===== src/lcdnw_pkg.sv =====
// Package with the types, constants and init table of the LCD nibble write sequencer.
`timescale 1ns / 1ps

package lcdnw_pkg;

  localparam int LCDNW_TIMER_WIDTH = 16;
  localparam int LCDNW_INIT_COUNT  = 5;

  localparam logic [7:0]  PULSE_RESET   = 8'd15;
  localparam logic [9:0]  GAP_RESET     = 10'd50;
  localparam logic [15:0] SETTLE_RESET  = 16'd1000;
  localparam logic [15:0] POWERUP_RESET = 16'd6000;

  typedef enum logic [1:0] {
    REG_PULSE_WIDTH  = 2'd0,
    REG_NIBBLE_GAP   = 2'd1,
    REG_BYTE_SETTLE  = 2'd2,
    REG_POWERUP      = 2'd3
  } reg_index_t;

  typedef enum logic [2:0] {
    PH_POWERUP = 3'd0,
    PH_PULSE   = 3'd1,
    PH_GAP     = 3'd2,
    PH_SETTLE  = 3'd3,
    PH_IDLE    = 3'd4
  } phase_t;

  typedef enum logic {
    CMD_TICK  = 1'b0,
    CMD_WRITE = 1'b1
  } command_t;

  typedef struct packed {
    logic [7:0] byte_value;
    logic       rs;
    command_t   command;
  } item_t;

  typedef struct packed {
    logic [7:0]  pulse_width_ticks;
    logic [9:0]  nibble_gap_ticks;
    logic [15:0] byte_settle_ticks;
    logic [15:0] powerup_ticks;
  } cfg_t;

  function automatic logic [7:0] init_cmd(input logic [2:0] step);
    logic [7:0] cmd;
    case (step)
      3'd0:    cmd = 8'h02;
      3'd1:    cmd = 8'h28;
      3'd2:    cmd = 8'h0E;
      3'd3:    cmd = 8'h01;
      3'd4:    cmd = 8'h80;
      default: cmd = 8'h0F;
    endcase
    return cmd;
  endfunction

endpackage


===== src/lcdnw_cfg_regs.sv =====
// Timing configuration registers of the LCD nibble write sequencer.
`timescale 1ns / 1ps

module lcdnw_cfg_regs (
  input  logic              clk,
  input  logic              rst,
  input  logic              cfg_we,
  input  logic [1:0]        cfg_index,
  input  logic [15:0]       cfg_data,
  output lcdnw_pkg::cfg_t   cfg
);
  import lcdnw_pkg::*;

  always_ff @(posedge clk) begin
    if (rst) begin
      cfg.pulse_width_ticks <= PULSE_RESET;
      cfg.nibble_gap_ticks  <= GAP_RESET;
      cfg.byte_settle_ticks <= SETTLE_RESET;
      cfg.powerup_ticks     <= POWERUP_RESET;
    end else if (cfg_we) begin
      case (reg_index_t'(cfg_index))
        REG_PULSE_WIDTH: cfg.pulse_width_ticks <= cfg_data[7:0];
        REG_NIBBLE_GAP:  cfg.nibble_gap_ticks  <= cfg_data[9:0];
        REG_BYTE_SETTLE: cfg.byte_settle_ticks <= cfg_data;
        REG_POWERUP:     cfg.powerup_ticks     <= cfg_data;
        default: ;
      endcase
    end
  end

endmodule


===== src/lcdnw_in_stage.sv =====
// Input register that holds one request until the sequencer takes it.
`timescale 1ns / 1ps

module lcdnw_in_stage (
  input  logic              clk,
  input  logic              rst,
  input  logic              in_valid,
  output logic              in_ready,
  input  lcdnw_pkg::item_t  in_item,
  output logic              item_valid,
  output lcdnw_pkg::item_t  item,
  input  logic              item_take
);
  import lcdnw_pkg::*;

  assign in_ready = !item_valid || item_take;

  always_ff @(posedge clk) begin
    if (rst) begin
      item_valid <= 1'b0;
    end else if (in_ready) begin
      item_valid <= in_valid;
    end
  end

  always_ff @(posedge clk) begin
    if (in_ready && in_valid) begin
      item <= in_item;
    end
  end

endmodule


===== src/lcdnw_seq.sv =====
// Phase sequencer with wait timer, pin levels and result register.
`timescale 1ns / 1ps

module lcdnw_seq #(
  parameter int TIMER_WIDTH = lcdnw_pkg::LCDNW_TIMER_WIDTH
) (
  input  logic              clk,
  input  logic              rst,
  input  lcdnw_pkg::cfg_t   cfg,
  input  logic              item_valid,
  input  lcdnw_pkg::item_t  item,
  output logic              item_take,
  output logic              res_valid,
  input  logic              res_ready,
  output logic [7:0]        res_data
);
  import lcdnw_pkg::*;

  localparam int CMP_W = (TIMER_WIDTH > 16) ? TIMER_WIDTH : 16;
  localparam logic [TIMER_WIDTH-1:0] TIMER_MAX = {TIMER_WIDTH{1'b1}};

  phase_t                 phase, phase_next;
  logic [TIMER_WIDTH-1:0] wait_counter, wait_counter_next;
  logic [7:0]             held_byte, held_byte_next;
  logic                   held_rs, held_rs_next;
  logic                   nibble_index, nibble_index_next;
  logic [2:0]             init_step, init_step_next;
  logic                   pin_rs, pin_rs_next;
  logic                   pin_en, pin_en_next;
  logic [3:0]             pin_nib, pin_nib_next;
  logic                   accepted_next;

  logic [TIMER_WIDTH-1:0] count_inc;
  logic [15:0]            limit;
  logic                   wait_done;
  logic [2:0]             step_inc;
  logic [7:0]             first_cmd;
  logic [7:0]             step_cmd;

  assign item_take = item_valid && (!res_valid || res_ready);

  assign count_inc = (wait_counter == TIMER_MAX) ? wait_counter : wait_counter + 1'b1;
  assign step_inc  = init_step + 3'd1;
  assign first_cmd = init_cmd(3'd0);
  assign step_cmd  = init_cmd(step_inc);

  always_comb begin
    case (phase)
      PH_POWERUP: limit = cfg.powerup_ticks;
      PH_PULSE:   limit = 16'(cfg.pulse_width_ticks);
      PH_GAP:     limit = 16'(cfg.nibble_gap_ticks);
      PH_SETTLE:  limit = cfg.byte_settle_ticks;
      default:    limit = cfg.byte_settle_ticks;
    endcase
  end

  // A limit beyond the counter's range ends the wait once the counter saturates.
  assign wait_done = (CMP_W'(count_inc) >= CMP_W'(limit)) || (count_inc == TIMER_MAX);

  always_comb begin
    phase_next        = phase;
    wait_counter_next = wait_counter;
    held_byte_next    = held_byte;
    held_rs_next      = held_rs;
    nibble_index_next = nibble_index;
    init_step_next    = init_step;
    pin_rs_next       = pin_rs;
    pin_en_next       = pin_en;
    pin_nib_next      = pin_nib;
    accepted_next     = 1'b0;

    if (item.command == CMD_WRITE) begin
      if (phase == PH_IDLE) begin
        held_rs_next      = item.rs;
        held_byte_next    = item.byte_value;
        nibble_index_next = 1'b0;
        pin_rs_next       = item.rs;
        pin_en_next       = 1'b1;
        pin_nib_next      = item.byte_value[7:4];
        phase_next        = PH_PULSE;
        wait_counter_next = '0;
        accepted_next     = 1'b1;
      end
    end else begin
      case (phase)
        PH_POWERUP: begin
          wait_counter_next = count_inc;
          if (wait_done) begin
            init_step_next    = 3'd0;
            held_rs_next      = 1'b0;
            held_byte_next    = first_cmd;
            nibble_index_next = 1'b0;
            pin_rs_next       = 1'b0;
            pin_en_next       = 1'b1;
            pin_nib_next      = first_cmd[7:4];
            phase_next        = PH_PULSE;
            wait_counter_next = '0;
          end
        end
        PH_PULSE: begin
          wait_counter_next = count_inc;
          if (wait_done) begin
            pin_en_next       = 1'b0;
            phase_next        = PH_GAP;
            wait_counter_next = '0;
          end
        end
        PH_GAP: begin
          wait_counter_next = count_inc;
          if (wait_done) begin
            wait_counter_next = '0;
            if (!nibble_index) begin
              nibble_index_next = 1'b1;
              pin_rs_next       = held_rs;
              pin_en_next       = 1'b1;
              pin_nib_next      = held_byte[3:0];
              phase_next        = PH_PULSE;
            end else begin
              phase_next = PH_SETTLE;
            end
          end
        end
        PH_SETTLE: begin
          wait_counter_next = count_inc;
          if (wait_done) begin
            wait_counter_next = '0;
            phase_next        = PH_IDLE;
            if (init_step < 3'(LCDNW_INIT_COUNT)) begin
              init_step_next = step_inc;
              if (step_inc < 3'(LCDNW_INIT_COUNT)) begin
                held_rs_next      = 1'b0;
                held_byte_next    = step_cmd;
                nibble_index_next = 1'b0;
                pin_rs_next       = 1'b0;
                pin_en_next       = 1'b1;
                pin_nib_next      = step_cmd[7:4];
                phase_next        = PH_PULSE;
              end
            end
          end
        end
        default: ;
      endcase
    end
  end

  always_ff @(posedge clk) begin
    if (rst) begin
      phase        <= PH_POWERUP;
      wait_counter <= '0;
      held_byte    <= '0;
      held_rs      <= 1'b0;
      nibble_index <= 1'b0;
      init_step    <= '0;
      pin_rs       <= 1'b0;
      pin_en       <= 1'b0;
      pin_nib      <= '0;
    end else if (item_take) begin
      phase        <= phase_next;
      wait_counter <= wait_counter_next;
      held_byte    <= held_byte_next;
      held_rs      <= held_rs_next;
      nibble_index <= nibble_index_next;
      init_step    <= init_step_next;
      pin_rs       <= pin_rs_next;
      pin_en       <= pin_en_next;
      pin_nib      <= pin_nib_next;
    end
  end

  always_ff @(posedge clk) begin
    if (rst) begin
      res_valid <= 1'b0;
    end else if (item_take) begin
      res_valid <= 1'b1;
    end else if (res_ready) begin
      res_valid <= 1'b0;
    end
  end

  always_ff @(posedge clk) begin
    if (item_take) begin
      res_data <= {accepted_next, phase_next != PH_IDLE, pin_nib_next, pin_en_next,
                   pin_rs_next};
    end
  end

endmodule


===== src/char_lcd_nibble_write_sequencer_unit.sv =====
// Top level of the four-bit character LCD write sequencer.
`timescale 1ns / 1ps

// Each request is either one microsecond tick or a byte write; every request gives
// exactly one result with the RS, enable and DB4..DB7 levels, the busy flag and whether
// a write was accepted. One request is taken every clock cycle unless a result is stalled
// by m_axis_tready low; a request passes the input register and its result the result
// register, and the phase and timer update keeps that rate. After reset the block
// counts powerup_ticks ticks, then sends 0x02, 0x28, 0x0E, 0x01 and 0x80 on its own;
// write requests that arrive while busy are answered with accepted low.
module char_lcd_nibble_write_sequencer_unit #(
  parameter int TIMER_WIDTH = lcdnw_pkg::LCDNW_TIMER_WIDTH
) (
  input  logic        clk,
  input  logic        rst,
  input  logic        s_axis_tvalid,
  output logic        s_axis_tready,
  input  logic [15:0] s_axis_tdata,   // [0] rs, [8:1] byte_value, [15:9] zero
  input  logic        s_axis_tuser,   // [0] command
  output logic        m_axis_tvalid,
  input  logic        m_axis_tready,
  output logic [7:0]  m_axis_tdata,   // [0] rs_pin, [1] enable_pin, [5:2] data_nibble,
                                      // [6] busy_res, [7] accepted
  input  logic        cfg_we,
  input  logic [1:0]  cfg_index,
  input  logic [15:0] cfg_data
);
  import lcdnw_pkg::*;

  cfg_t  cfg;
  item_t in_item;
  item_t item;
  logic  item_valid;
  logic  item_take;

  assign in_item.command    = command_t'(s_axis_tuser);
  assign in_item.rs         = s_axis_tdata[0];
  assign in_item.byte_value = s_axis_tdata[8:1];

  lcdnw_cfg_regs u_cfg (
    .clk       (clk),
    .rst       (rst),
    .cfg_we    (cfg_we),
    .cfg_index (cfg_index),
    .cfg_data  (cfg_data),
    .cfg       (cfg)
  );

  lcdnw_in_stage u_in (
    .clk        (clk),
    .rst        (rst),
    .in_valid   (s_axis_tvalid),
    .in_ready   (s_axis_tready),
    .in_item    (in_item),
    .item_valid (item_valid),
    .item       (item),
    .item_take  (item_take)
  );

  lcdnw_seq #(
    .TIMER_WIDTH (TIMER_WIDTH)
  ) u_seq (
    .clk        (clk),
    .rst        (rst),
    .cfg        (cfg),
    .item_valid (item_valid),
    .item       (item),
    .item_take  (item_take),
    .res_valid  (m_axis_tvalid),
    .res_ready  (m_axis_tready),
    .res_data   (m_axis_tdata)
  );

endmodule


===== config.mk =====
export PLATFORM = sky130hd
export DESIGN_NAME = char_lcd_nibble_write_sequencer_unit
export DESIGN_NICKNAME = d
export VERILOG_FILES = /design/src/lcdnw_pkg.sv /design/src/lcdnw_cfg_regs.sv /design/src/lcdnw_in_stage.sv /design/src/lcdnw_seq.sv /design/src/char_lcd_nibble_write_sequencer_unit.sv
export SDC_FILE = /design/constraint.sdc
export NUM_CORES = 1
export LEC_CHECK = 0
export BUFFER_PORTS_ARGS = -buffer_cell sky130_fd_sc_hd__buf_2
export CAP_MARGIN = 15
export CORE_ASPECT_RATIO = 1.5
export CORE_MARGIN = 2
export CORE_UTILIZATION = 30
export CTS_BUF_LIST = sky130_fd_sc_hd__clkbuf_4
export DETAILED_ROUTE_END_ITERATION = 8
export PLACE_DENSITY_LB_ADDON = 0.1
export RECOVER_POWER = 25
export SYNTH_ARGS = -nofsm -noshare
export SYNTH_HDL_FRONTEND = slang
export SYNTH_SLANG_ARGS = --single-unit

===== constraint.sdc =====
create_clock -name clk -period 9.26 [get_ports clk]
set_input_delay 1.852 -clock clk [delete_from_list [all_inputs] [get_ports clk]]
set_output_delay 1.852 -clock clk [all_outputs]
set_load 0.02 [all_outputs]

==> metrics.md <==
| Metric | Value |
|---|---|
| Status | `complete, but fails checks` |
| Failing checks | `max-capacitance violations, max-slew violations` |
| Final net count | `752` |
| CTS Hold Bufs | `0` |
| R2R cell count | `13` |
| Mapped cell area | `around 5600 µm²` |
| RD Place Congestion | `0.7664` |
| Max_cap viols | `1` |
| Top FF cell, synth | `dfxtp_1` |
| Hpwl dp | `about 11 mm` |
| IO Pins | `50` |
| CTS tree | `built` |
| Avg Inst Size Synth | `slightly above 8 µm²` |
| Synth Area in Adders | `4.473%` |
| Post-route ant nets | `0` |
| Vert. Die Dim | `171.2 µm` |
| Drt first pass iters | `4` |
| Mux cell area share after synthesis | `4.786%` |
| Largest net degree at the start of global routing | `66` |
| Xor and xnor area share after synthesis | `0.6263%` |
| Final WS setup | `~4200 ps` |
| Pre-CTS worst setup slack | `4057 ps` |
| FMAX | `195.7 MHz` |
| Clk buf depth | `2` |
| Area share of the largest cell type after synthesis | `between 30% and 40%` |
| GRT Total Usage | `15.95%` |
| Cell Rows | `between 60 and 70` |
| Area leader, netlist | `dfxtp_1` |
| FF-to-FF Start | `u_seq.phase[1]` |
| Clock Latency Late Sink | `490 ps` |
| Slew @ Worst Pin | `3273 ps` |
| Setup_tns | `0 ps` |
| Input/output buffers | `42` |
| Total Die Area | `19780 µm²` |
| PwrDens | `130.9 nW/µm²` |
| DR vias/cell | `5.086` |
| Yosys reg bits | `about 100` |
| EDFF count, synth | `18` |
| Critical path required time | `9700 ps` |
| Count of cell types in the netlist | `68` |
| Hold Crit Class | `flop to flop` |
| Compound-Gate Fraction of Synth Area | `19.30%` |
| Sequential share of the synthesized area | `40.44%` |
| RSZ-0062 raised after global routing | `no` |
| Vias in the first global route | `about 4700` |
| Post-CTS sizing | `0` |
| Tmin final | `5109 ps` |
| Htree depth | `3` |
| Crit path to | `u_seq.wait_counter[9]` |
| Layout Area Growth over Synthesis | `9.707%` |
| Total power | `0.0008031 W` |
| Residual DRC | `0` |
| VDD IR max | `just under 0.06 mV` |
| Clock root buffer | `clkbuf_4` |
| Core Util, Final | `33.37%` |
| Crit path DAT | `5550 ps` |
| First-pass GRT wire length | `24.71 mm` |
| CTS buffer count | `9` |
| Final WL | `roughly 15 mm` |
| DR vias | `4832` |
| Synth Area in Simple Gates | `26.26%` |
| Yosys warns | `0` |
| Pins Over Slew Limit | `66` |
| Crit end category | `flop` |
| Initial antenna violation count | `1` |
| Setup CP Type | `flop to flop` |
| Gate Count Post-Synth | `675` |
| Reg clk slew, reported paths | `170 ps` |
| WHS | `463.9 ps` |
| Number of setup buffers added after CTS | `0` |
| Setup-failing EPs final | `0` |
| Post-synth ARST share | `0%` |
| Final hold vios | `0` |
| Slew headroom | `-118.2%` |
| Congestion Overflow GR | `0` |
| Setup crit start | `u_seq.phase[1]` |
| Largest family of logic cells by synthesized area | `simple AND/OR/NAND/NOR gates` |
| Reg2Reg Setup Slack | `4150 ps` |
| Reg-to-reg endpoint | `u_seq.wait_counter[9]` |
| Share of cells above drive strength 1 | `12.34%` |
| Final setup skew | `14.46 ps` |
| Clk sinks | `104` |
| CP startpoint kind | `flop` |
| Max FO, Critical Path | `18` |
| Chip width | `approximately 120 µm` |
| Post-Syn Nets | `about 740` |
| Leak | `2.324 nW` |
| Core area | `18390 µm²` |
| Starting Density | `between 30% and 40%` |
| Period utilization | `55.17%` |
| Largest cells by area after synthesis | `dfxtp_1 31%, edfxtp_1 9.7%, nand2_1 8.5%` |
| Avg WL per Cell | `between 15 and 20 µm` |
| 1st-iter DRT viols | `194` |
-- cell usage after synthesis (6+ instances only) --
library cell and count:
clkbuf_1 31, o22ai_1 9, a31oi_1 6, inv_1 15, dfxtp_1 86, a22oi_1 20, edfxtp_1 18, o21a_1 6
and3_1 8, nor3_1 20, or2_2 6, ha_1 20, mux2i_1 20, nand4_1 6, nand2b_1 11, buf_2 7
nand3_1 34, a21oi_1 58, o21ai_0 7, nor2_1 51, nand2_1 126, a21o_1 7, o21ai_1 9, nor4_1 7
-- stage by stage --
step	cell area, µm²	std cells
3_5_place_dp	6002	933
6_report	6137	950
4_1_cts	6150	949
3_3_place_gp	5991	932
5_1_grt	6137	950
2_1_floorplan	5594	675
-- registers in the layout, summed over array words and instances, names as in the netlist --
name                flops
u_seq.held_byte         4
u_seq.phase             3
u_seq.res_data          8
u_seq.pin_nib           4
u_seq.nibble_index      1
u_seq.pin_en            1
u_cfg.cfg              50
u_seq.wait_counter     16
u_seq.pin_rs            1
u_seq.res_valid         1
u_seq.init_step         3
u_in.item              10
u_in.item_valid         1
u_seq.held_rs           1
-- area by class of cell --
| class | instances | area, µm² |
|---|---|---|
| fill | 1970 | 12260 |
| multi-input combinational | 512 | 3102 |
| sequential | 104 | 2262 |
| tap | 252 | 315.3 |
| timing repair buffer | 48 | 244.0 |
| clock inverter | 7 | 80.08 |
| clock buffer | 9 | 67.56 |
| inverter | 17 | 63.81 |
| antenna | 1 | 2.502 |
-- cell families (layout without fill, tap and decap cells) --
logic type / after synthesis / in the layout
AO/OA/AOI/OAI: 159 / 159
XOR/XNOR: 4 / 4
adder cells (fa/ha/maj): 20 / 20
buffers and inverters: 59 / 81
flip-flops: 104 / 104
multiplexers: 26 / 26
other: 0 / 1
AND/OR/NAND/NOR: 303 / 303
-- cell usage in the layout (no fill, tap or decap), types with 3 or more instances in the layout --
master and instances:
nand2_1 126, dfxtp_1 86, a21oi_1 58, nor2_1 51, buf_2 39, nand3_1 34, mux2i_1 20, nor3_1 20
a22oi_1 20, ha_1 20, edfxtp_1 18, inv_1 15, nand2b_1 11, o21ai_1 9, o22ai_1 9, clkbuf_4 9
and3_1 8, o21ai_0 7, nor4_1 7, a21o_1 7, nand4_1 6, a31oi_1 6, or2_2 6, o21a_1 6
and2_1 5, a32o_1 5, nor2b_1 5, clkbuf_1 5, or3_1 4, a211oi_1 4, buf_4 4, o311a_1 3
o31ai_1 3, mux2_1 3, mux2_2 3
-- metal layers --
metal	wire length (µm)	share of wire [%]	up-vias	track usage, %
li1	-	-	2462	-
met1	6795	45	2303	19.72
met2	7803	52	57	28.40
met5	0	0	-	0
met4	180	1.2	0	4.767
met3	369	2.4	10	2.220
-- worst min-delay path by stage --
| stage | startpoint | endpoint | slack, ps | cells after the start |
|---|---|---|---|---|
| 2_1_floorplan | u_cfg.cfg[40] | u_cfg.cfg[40] | 430 | 2 |
| 3_3_place_gp | u_cfg.cfg[32] | u_cfg.cfg[32] | 440 | 2 |
| 3_5_place_dp | u_cfg.cfg[40] | u_cfg.cfg[40] | 440 | 2 |
| 4_1_cts | u_cfg.cfg[40] | u_cfg.cfg[40] | 470 | 2 |
| 5_1_grt | u_cfg.cfg[30] | u_cfg.cfg[30] | 480 | 2 |
| 6_report | u_cfg.cfg[40] | u_cfg.cfg[40] | 460 | 2 |
-- power by group --
group	internal, W	switching [W]
Clock	0.0000855	0.000168
Sequential	0.000475	0.00000844
Combinational	0.0000234	0.0000427
-- critical path: stages (launching register included) --
cell,delay [ps]
dfxtp_1,860
inv_1,410
o21ai_1,650
a22oi_1,220
ha_1,330
a21oi_1,150
nor2_1,60
a2111oi_0,400
nor3_1,120
or4_1,570
a21o_1,340
nor2_4,450
nor4b_1,320
a311o_1,180
Power figures use the tool's default switching activity.
